[src/hw/rtl/lcdns_pkg.sv]
package lcdns_pkg;

    // Request codes on the command port.
    typedef enum logic [2:0] {
        CMD_INIT       = 3'd0,
        CMD_COMMAND    = 3'd1,
        CMD_DATA       = 3'd2,
        CMD_TEXT       = 3'd3,
        CMD_GOTO       = 3'd4,
        CMD_CGRAM      = 3'd5,
        CMD_SHOW_GLYPH = 3'd6,
        CMD_UNUSED     = 3'd7
    } cmd_t;

    localparam int unsigned WAIT_W = 15;
    localparam int unsigned STEP_W = 4;
    localparam int unsigned DEFAULT_QUEUE_DEPTH = 2;

    // Register-select levels.
    localparam logic RS_INSTR = 1'b0;
    localparam logic RS_DATA  = 1'b1;

    // Waits in microseconds.
    localparam logic [WAIT_W-1:0] GAP_US        = 15'd200;
    localparam logic [WAIT_W-1:0] TEXT_AFTER_US = 15'd2200;
    localparam logic [WAIT_W-1:0] GOTO_AFTER_US = 15'd320;
    localparam logic [WAIT_W-1:0] INIT_LOW_US   = 15'd1200;
    localparam logic [WAIT_W-1:0] POWER_UP_US   = 15'd30000;
    localparam logic [WAIT_W-1:0] WAKE_FIRST_US = 15'd20000;
    localparam logic [WAIT_W-1:0] WAKE_NEXT_US  = 15'd10300;
    localparam logic [WAIT_W-1:0] NO_WAIT_US    = 15'd0;

    // Addresses and limits.
    localparam logic [7:0] DDRAM_BASE   = 8'h80;
    localparam logic [7:0] LINE2_OFFSET = 8'h40;
    localparam logic [7:0] COL_MAX      = 8'd15;
    localparam logic [7:0] SLOT_MAX     = 8'd7;

    // Final step index for each kind of job.
    localparam logic [STEP_W-1:0] INIT_LAST_STEP = 4'd13;
    localparam logic [STEP_W-1:0] TWO_LAST_STEP  = 4'd3;
    localparam logic [STEP_W-1:0] ONE_LAST_STEP  = 4'd1;

    // One classified request, as held between front and back.
    typedef struct packed {
        logic              init;
        logic              two_bytes;
        logic              rs0;
        logic [7:0]        byte0;
        logic [WAIT_W-1:0] after0;
        logic              rs1;
        logic [7:0]        byte1;
    } job_t;

    // One enable strobe without its last marker.
    typedef struct packed {
        logic              rs;
        logic [3:0]        nibble;
        logic [WAIT_W-1:0] lead;
        logic [WAIT_W-1:0] after;
    } strobe_t;

    // The fixed power-up sequence, one strobe per step.
    function automatic strobe_t init_strobe(input logic [STEP_W-1:0] step);
        strobe_t s;
        s.rs     = RS_INSTR;
        s.lead   = NO_WAIT_US;
        s.after  = GAP_US;
        s.nibble = 4'h3;
        case (step)
            4'd0:
            begin
                s.lead   = POWER_UP_US;
                s.after  = WAKE_FIRST_US;
            end
            4'd1, 4'd2:  s.after = WAKE_NEXT_US;
            4'd3:        s.nibble = 4'h2;
            4'd4:        s.nibble = 4'h2;
            4'd5:
            begin
                s.nibble = 4'h8;
                s.after  = INIT_LOW_US;
            end
            4'd6:        s.nibble = 4'h0;
            4'd7:
            begin
                s.nibble = 4'h8;
                s.after  = INIT_LOW_US;
            end
            4'd8:        s.nibble = 4'h0;
            4'd9:
            begin
                s.nibble = 4'hF;
                s.after  = INIT_LOW_US;
            end
            4'd10:       s.nibble = 4'h0;
            4'd11:
            begin
                s.nibble = 4'h6;
                s.after  = INIT_LOW_US;
            end
            4'd12:       s.nibble = 4'h0;
            4'd13:
            begin
                s.nibble = 4'h1;
                s.after  = INIT_LOW_US;
            end
            default:     s.nibble = 4'h0;
        endcase
        return s;
    endfunction

endpackage

[src/hw/rtl/lcdns_front.sv]
module lcdns_front
    import lcdns_pkg::*;
(
    input  logic [2:0] command,
    input  logic [7:0] byte_value,
    input  logic [7:0] row,
    input  logic [7:0] col,
    input  logic [7:0] slot,
    output logic       job_valid,
    output job_t       job
);

    logic [7:0] col_sat;
    logic [7:0] goto_addr;
    logic [2:0] slot_clamp;
    logic [7:0] cgram_addr;

    // Cursor and character generator addresses.
    always_comb
    begin
        col_sat    = (col > COL_MAX) ? COL_MAX : col;
        goto_addr  = DDRAM_BASE + ((row == 8'd1) ? 8'h00 : LINE2_OFFSET) + col_sat;
        slot_clamp = (slot > SLOT_MAX) ? SLOT_MAX[2:0] : slot[2:0];
        cgram_addr = {2'b01, slot_clamp, 3'b000};
    end

    // Classify the request into a job for the back end.
    always_comb
    begin
        job_valid     = 1'b1;
        job.init      = 1'b0;
        job.two_bytes = 1'b0;
        job.rs0       = RS_INSTR;
        job.byte0     = byte_value;
        job.after0    = GAP_US;
        job.rs1       = RS_DATA;
        job.byte1     = slot;
        case (cmd_t'(command))
            CMD_INIT:    job.init = 1'b1;
            CMD_COMMAND: job.rs0 = RS_INSTR;
            CMD_DATA:    job.rs0 = RS_DATA;
            CMD_TEXT:
            begin
                job.rs0    = RS_DATA;
                job.after0 = TEXT_AFTER_US;
            end
            CMD_GOTO:
            begin
                job.byte0  = goto_addr;
                job.after0 = GOTO_AFTER_US;
            end
            CMD_CGRAM:   job.byte0 = cgram_addr;
            CMD_SHOW_GLYPH:
            begin
                job_valid     = (slot <= SLOT_MAX);
                job.two_bytes = 1'b1;
                job.byte0     = goto_addr;
                job.after0    = GOTO_AFTER_US;
            end
            default:     job_valid = 1'b0;
        endcase
    end

endmodule

[src/hw/rtl/lcdns_queue.sv]
module lcdns_queue
    import lcdns_pkg::*;
#(
    parameter int unsigned DEPTH = DEFAULT_QUEUE_DEPTH
)
(
    input  logic clk,
    input  logic rst_n,
    input  logic push,
    input  job_t push_job,
    output logic full,
    input  logic pop,
    output logic valid,
    output job_t head_job
);

    localparam int unsigned PTR_W = $clog2(DEPTH);
    localparam int unsigned CNT_W = $clog2(DEPTH + 1);
    localparam logic [PTR_W-1:0] PTR_LAST = PTR_W'(DEPTH - 1);
    localparam logic [CNT_W-1:0] CNT_FULL = CNT_W'(DEPTH);

    job_t             entry_reg [DEPTH];
    logic [PTR_W-1:0] wr_ptr_reg, wr_ptr_next;
    logic [PTR_W-1:0] rd_ptr_reg, rd_ptr_next;
    logic [CNT_W-1:0] count_reg, count_next;
    logic             do_push;
    logic             do_pop;

    assign full     = (count_reg == CNT_FULL);
    assign valid    = (count_reg != '0);
    assign head_job = entry_reg[rd_ptr_reg];
    assign do_push  = push && !full;
    assign do_pop   = pop && valid;

    // Pointer and fill count update.
    always_comb
    begin
        wr_ptr_next = wr_ptr_reg;
        rd_ptr_next = rd_ptr_reg;
        count_next  = count_reg;
        if (do_push)
        begin
            wr_ptr_next = (wr_ptr_reg == PTR_LAST) ? '0 : wr_ptr_reg + 1'b1;
        end
        if (do_pop)
        begin
            rd_ptr_next = (rd_ptr_reg == PTR_LAST) ? '0 : rd_ptr_reg + 1'b1;
        end
        if (do_push && !do_pop)
        begin
            count_next = count_reg + 1'b1;
        end
        else if (do_pop && !do_push)
        begin
            count_next = count_reg - 1'b1;
        end
    end

    always_ff @(posedge clk or negedge rst_n)
    begin
        if (!rst_n)
        begin
            wr_ptr_reg <= '0;
            rd_ptr_reg <= '0;
            count_reg  <= '0;
        end
        else
        begin
            wr_ptr_reg <= wr_ptr_next;
            rd_ptr_reg <= rd_ptr_next;
            count_reg  <= count_next;
        end
    end

    // Entry storage needs no reset.
    always_ff @(posedge clk)
    begin
        if (do_push)
        begin
            entry_reg[wr_ptr_reg] <= push_job;
        end
    end

endmodule

[src/hw/rtl/lcdns_back.sv]
module lcdns_back
    import lcdns_pkg::*;
(
    input  logic              clk,
    input  logic              rst_n,
    input  logic              job_valid,
    input  job_t              job,
    output logic              job_done,
    output logic              empty,
    input  logic              pop,
    output logic              reg_sel,
    output logic [3:0]        nibble,
    output logic [WAIT_W-1:0] wait_before_us,
    output logic [WAIT_W-1:0] wait_after_us,
    output logic              last
);

    logic [STEP_W-1:0] step_reg, step_next;
    logic              out_valid_reg, out_valid_next;
    strobe_t           strobe_reg;
    logic              last_reg;
    strobe_t           cur;
    logic [STEP_W-1:0] last_step;
    logic              cur_last;
    logic              advance;
    logic              second_byte;
    logic              low_half;
    logic [7:0]        cur_byte;

    // Build the strobe for the current step of the head job.
    always_comb
    begin
        second_byte = step_reg[1];
        low_half    = step_reg[0];
        cur_byte    = second_byte ? job.byte1 : job.byte0;
        if (job.init)
        begin
            cur = init_strobe(step_reg);
        end
        else
        begin
            cur.rs     = second_byte ? job.rs1 : job.rs0;
            cur.nibble = low_half ? cur_byte[3:0] : cur_byte[7:4];
            cur.lead   = NO_WAIT_US;
            cur.after  = (low_half && !second_byte) ? job.after0 : GAP_US;
        end
        last_step = job.init ? INIT_LAST_STEP :
                    (job.two_bytes ? TWO_LAST_STEP : ONE_LAST_STEP);
        cur_last  = (step_reg == last_step);
    end

    // A strobe moves into the output register whenever that register is free.
    assign advance  = job_valid && (!out_valid_reg || pop);
    assign job_done = advance && cur_last;

    always_comb
    begin
        step_next = step_reg;
        if (advance)
        begin
            step_next = cur_last ? '0 : step_reg + 1'b1;
        end
        out_valid_next = out_valid_reg;
        if (advance)
        begin
            out_valid_next = 1'b1;
        end
        else if (pop)
        begin
            out_valid_next = 1'b0;
        end
    end

    always_ff @(posedge clk or negedge rst_n)
    begin
        if (!rst_n)
        begin
            step_reg      <= '0;
            out_valid_reg <= 1'b0;
        end
        else
        begin
            step_reg      <= step_next;
            out_valid_reg <= out_valid_next;
        end
    end

    // Output payload register.
    always_ff @(posedge clk)
    begin
        if (advance)
        begin
            strobe_reg <= cur;
            last_reg   <= cur_last;
        end
    end

    assign empty           = !out_valid_reg;
    assign reg_sel         = strobe_reg.rs;
    assign nibble          = strobe_reg.nibble;
    assign wait_before_us  = strobe_reg.lead;
    assign wait_after_us   = strobe_reg.after;
    assign last            = last_reg;

endmodule

[src/hw/rtl/char_lcd_nibble_sequencer.sv]
// In an idle block a request is written into the queue, then its first strobe moves into
// the output register. The back end gives one strobe per cycle while the receiver pops:
// 2 strobes per byte request, 4 per show glyph, 14 per init, none for a dropped request.
// A request queue of QUEUE_DEPTH entries sits between the classifier and the sequencer.
// Reset (rst_n low, asynchronous) empties the queue and the output register.
module char_lcd_nibble_sequencer
    import lcdns_pkg::*;
#(
    parameter int unsigned QUEUE_DEPTH = DEFAULT_QUEUE_DEPTH
)
(
    input  logic              clk,
    input  logic              rst_n,
    input  logic              push,
    output logic              full,
    input  logic [2:0]        command,
    input  logic [7:0]        byte_value,
    input  logic [7:0]        row,
    input  logic [7:0]        col,
    input  logic [7:0]        slot,
    output logic              empty,
    input  logic              pop,
    output logic              reg_sel,
    output logic [3:0]        nibble,
    output logic [WAIT_W-1:0] wait_before_us,
    output logic [WAIT_W-1:0] wait_after_us,
    output logic              last
);

    logic front_valid;
    job_t front_job;
    logic head_valid;
    job_t head_job;
    logic head_done;

    // Classify the incoming request.
    lcdns_front u_front (
        .command    (command),
        .byte_value (byte_value),
        .row        (row),
        .col        (col),
        .slot       (slot),
        .job_valid  (front_valid),
        .job        (front_job)
    );

    // Requests that produce no strobe are accepted and dropped here.
    lcdns_queue #(
        .DEPTH (QUEUE_DEPTH)
    ) u_queue (
        .clk      (clk),
        .rst_n    (rst_n),
        .push     (push && front_valid),
        .push_job (front_job),
        .full     (full),
        .pop      (head_done),
        .valid    (head_valid),
        .head_job (head_job)
    );

    // Step through the strobes of the oldest job.
    lcdns_back u_back (
        .clk             (clk),
        .rst_n           (rst_n),
        .job_valid       (head_valid),
        .job             (head_job),
        .job_done        (head_done),
        .empty           (empty),
        .pop             (pop),
        .reg_sel         (reg_sel),
        .nibble          (nibble),
        .wait_before_us  (wait_before_us),
        .wait_after_us   (wait_after_us),
        .last            (last)
    );

endmodule

[config.mk]
export PLATFORM = sky130hd
export DESIGN_NAME = char_lcd_nibble_sequencer
export DESIGN_NICKNAME = d
export VERILOG_FILES = /design/src/hw/rtl/lcdns_pkg.sv /design/src/hw/rtl/lcdns_front.sv /design/src/hw/rtl/lcdns_queue.sv /design/src/hw/rtl/lcdns_back.sv /design/src/hw/rtl/char_lcd_nibble_sequencer.sv
export SDC_FILE = /design/constraint.sdc
export NUM_CORES = 1
export LEC_CHECK = 0
export BUFFER_PORTS_ARGS = -buffer_cell sky130_fd_sc_hd__buf_2
export CAP_MARGIN = 20
export CORE_AREA = 8 8 104 106
export DETAILED_ROUTE_END_ITERATION = 12
export DIE_AREA = 0 0 112 114
export SKIP_LAST_GASP = 1
export SYNTH_ARGS = -nofsm -noshare
export SYNTH_HDL_FRONTEND = slang
export SYNTH_SLANG_ARGS = --single-unit
export TNS_END_PERCENT = 5
[constraint.sdc]
create_clock -name clk -period 6.9 [get_ports clk]
set_clock_uncertainty 0.15 [all_clocks]
set_input_delay 1.035 -clock clk [delete_from_list [all_inputs] [get_ports clk]]
set_output_delay 1.035 -clock clk [all_outputs]
set_load 0.02 [all_outputs]
==> impl_metrics.env <==
export IMPL_status="complete, no violations"
export IMPL_routed_wl_met2_um=3260
export IMPL_min_path_type="flip-flop to flip-flop"
export IMPL_hpwl_um=5180
export IMPL_cts_resized=0
export IMPL_ctsLongestPathBuffers=2
export IMPL_htreeDepth=3
export IMPL_post_cts_buffers=0
export IMPL_synth_seq_cells=72
export IMPL_finalSetupViolCount=0
export IMPL_critPathCaptureType="flip-flop"
export IMPL_avgRoutedWirePerCell_um=15.9
export IMPL_hold_ws_ns=0.364
export IMPL_final_nets=358
export IMPL_period_minus_slack_ns=3.06
export IMPL_cts_root_buf="clkbuf_8"
export IMPL_largest_reg_flops=46
export IMPL_grt_pass1_wl_um=11400
export IMPL_grt_remaining_overflow=0
export IMPL_min_period_over_period=0.443
export IMPL_pwr_share_seq=0.446
export IMPL_io_buffers=65
export IMPL_clk_pin_slew_ns=0.08
export IMPL_critical_path_class="flip-flop to flip-flop"
export IMPL_highest_layer="met4"
export IMPL_synthCells=253
export IMPL_worstHoldStart="u_queue.wr_ptr_reg$_DFFE_PN0P_"
export IMPL_gp_congestion=0.822
export IMPL_crit_path_cell_trace="mux2i_4 -> mux2i_1 -> and4b_1 -> nand2_4 -> ha_1 -> xor2_1 -> nor2_1 -> xor2_1"
export IMPL_worstMarginPinSlew_ns=1.07
export IMPL_totalWireLength_um=6820
export IMPL_clock_sinks=72
export IMPL_ys_seq_area_frac=0.621
export IMPL_drt_iter0_markers=78
export IMPL_wl_met1_um=3010
export IMPL_synth_flop_cell="edfxtp_1"
export IMPL_rsz0062_at_grt="false"
export IMPL_crit_arrival_ns=3.17
export IMPL_via_count=2117
export IMPL_fmax_ghz=0.327
export IMPL_core_um2=9110
export IMPL_syn_cell_area_um2=3410
export IMPL_crit_top_cell="xor2_1"
export IMPL_met3_length_um=505
export IMPL_startpoint_type="flip-flop"
export IMPL_dieArea_um2=12800
export IMPL_async_flop_share=0.125
export IMPL_leakagePower_uw=0.00155
export IMPL_path_max_fanout=19
export IMPL_final_hold_viol_count=0
export IMPL_reg2reg_from="u_queue.rd_ptr_reg$_DFFE_PN0P_"
export IMPL_cts_hold_buf=0
export IMPL_cts_tree="built"
export IMPL_sw_frac_of_total=0.379
export IMPL_combPwrFrac=0.361
export IMPL_min_delay_worst_endpoint="u_queue.wr_ptr_reg$_DFFE_PN0P_"
export IMPL_detail_route_vias_per_cell=4.93
export IMPL_avgSynthCellArea_um2=13.5
export IMPL_p_per_area_nw_per_um2=411
export IMPL_die_width_um=112
export IMPL_holdPathStages=1
export IMPL_antenna_found_initial=0
export IMPL_first_pass_iters=4
export IMPL_slowest_delay_ns=0.96
export IMPL_synth_cell_types=49
export IMPL_power_uw=1620
export IMPL_numCtsBuffers=9
export IMPL_clock_latency_ns=0.35
export IMPL_r2r_cells=8
export IMPL_initial_utilization=0.374
export IMPL_grt_pass1_vias=2325
export IMPL_maxSlewHeadroom=0.289
export IMPL_synth_enable_flop_cells=63
export IMPL_tns_ns=0
export IMPL_crit_slowest_cell="dfrtp_1"
export IMPL_yosysWarnings=0
export IMPL_internal_power_uw=1000
export IMPL_drc_errors=0
export IMPL_r2r_slack_ns=3.84
export IMPL_power_frac_clock=0.193
export IMPL_worst_endpoint_required_ns=7.02
export IMPL_drive_above_1_share=0.308
export IMPL_track_usage=0.113
export IMPL_antenna_left=0
export IMPL_die_h_um=114
export IMPL_ir_worst_vdd_mv=0.145
export IMPL_antenna_diode_count=0
export IMPL_fp_row_count=35
export IMPL_synthToLayoutAreaGrowth_pct=15.6
export IMPL_grt_max_degree=26
export IMPL_maxSlewViolCount=0
export IMPL_power_switching_uw=614
export IMPL_maxCapViolCount=0
export IMPL_r2r_end="u_queue.count_reg[1]$_DFFE_PN0P_"
export IMPL_ios=77
## how the worst max path moves through the flow
stage / start / endpoint / depth (start not counted) / slack (ns)
6_report: u_queue.rd_ptr_reg$_DFFE_PN0P_ / u_queue.count_reg[1]$_DFFE_PN0P_ / 8 / 3.84
5_1_grt: u_queue.rd_ptr_reg$_DFFE_PN0P_ / u_queue.count_reg[1]$_DFFE_PN0P_ / 8 / 3.54
4_1_cts: slot[7] / u_queue.entry_reg[1][30]$_DFFE_PP_ / 6 / 3.70
3_5_place_dp: slot[7] / u_queue.entry_reg[1][5]$_DFFE_PP_ / 6 / 3.31
3_3_place_gp: slot[6] / u_queue.entry_reg[0][5]$_DFFE_PP_ / 6 / 3.24
2_1_floorplan: slot[6] / u_queue.entry_reg[0][0]$_DFFE_PP_ / 5 / 3.52
## critical path, delay by kind of cell, from the launching register on
| kind | cells | cell delay (ns) |
|---|---|---|
| flops | 1 | 0.96 |
| simple gates | 3 | 0.60 |
| xor+xnor | 2 | 0.28 |
| mux | 2 | 0.73 |
| fa+ha+maj | 1 | 0.25 |
## power groups by stage
stage                     clock network, uW  logic [uW]  registers [uW]
after floorplan                           0         434             741
after global placement                    0         572             732
after detailed placement                  0         584             735
after CTS                               323         585             726
after global routing                    341         649             743
final                                   312         584             722
## per-stage QoR
step	cells	setup slack (ns)	util	instance area [um^2]
after floorplan	264	3.52	-	3450
after global placement	411	3.24	0.408	3720
after detailed placement	412	3.31	0.410	3730
after CTS	428	3.70	0.430	3920
after global routing	429	3.54	0.433	3940
final	429	3.84	0.433	3940
## synth_stat cells, types with 6 or more instances
master    instances  area (um^2)
buf_4            19          143
edfxtp_1         63         1890
ha_1              6         75.1
mux2i_1           6         60.1
inv_1             9         33.8
nand2_1          17         63.8
o21ai_0          10         50.1
dfrtp_1           9          225
nor2_1           26         97.6
a21oi_1           9         45.0
## cell families (layout without fill, tap and decap cells)
group | after synthesis | after routing | share of synthesized area
DFF | 72 | 72 | 0.621
and+or+nand+nor | 70 | 70 | 0.100
AOI/OAI and AO/OA | 41 | 41 | 0.0796
buffers and inverters | 39 | 93 | 0.0697
muxes | 17 | 17 | 0.0881
adders and majority gates | 7 | 7 | 0.0250
xor gates and xnor gates | 6 | 6 | 0.0154
other | 1 | 12 | 0.00110
## area by class of cell
class	count	area, um^2
Inverter	10	37.5
Tap cell	111	139
Fill cell	885	5170
Timing Repair Buffer	67	365
Multi-Input combinational cell	153	1100
Sequential cell	72	2120
Clock buffer	9	124
Clock inverter	7	61.3
## placed cells by master, fill, tap and decap left out, types with 2 or more instances in the layout
cell type	instances
a21oi_1	9
a221oi_1	2
a31oi_1	3
and3b_1	2
buf_2	65
clkbuf_8	9
clkinvlp_4	2
conb_1	12
dfrtp_1	9
edfxtp_1	63
ha_1	6
inv_1	9
inv_6	4
mux2_2	2
mux2i_1	6
mux4_1	4
mux4_2	4
nand2_1	17
nand2b_1	3
nand3_1	3
nor2_1	26
nor2b_1	2
nor3_1	4
nor3b_1	2
nor4_1	3
o21a_1	3
o21ai_0	10
o221a_2	2
o22ai_1	3
or2_2	2
xnor2_1	3
xor2_1	3
## per-layer routing
layer	global-route usage	vias to the layer above
li1	-	1025
met1	0.127	1009
met2	0.190	76
met3	0.0518	7
met4	0.0342	0
met5	0	-
Power figures use the tool's default switching activity.
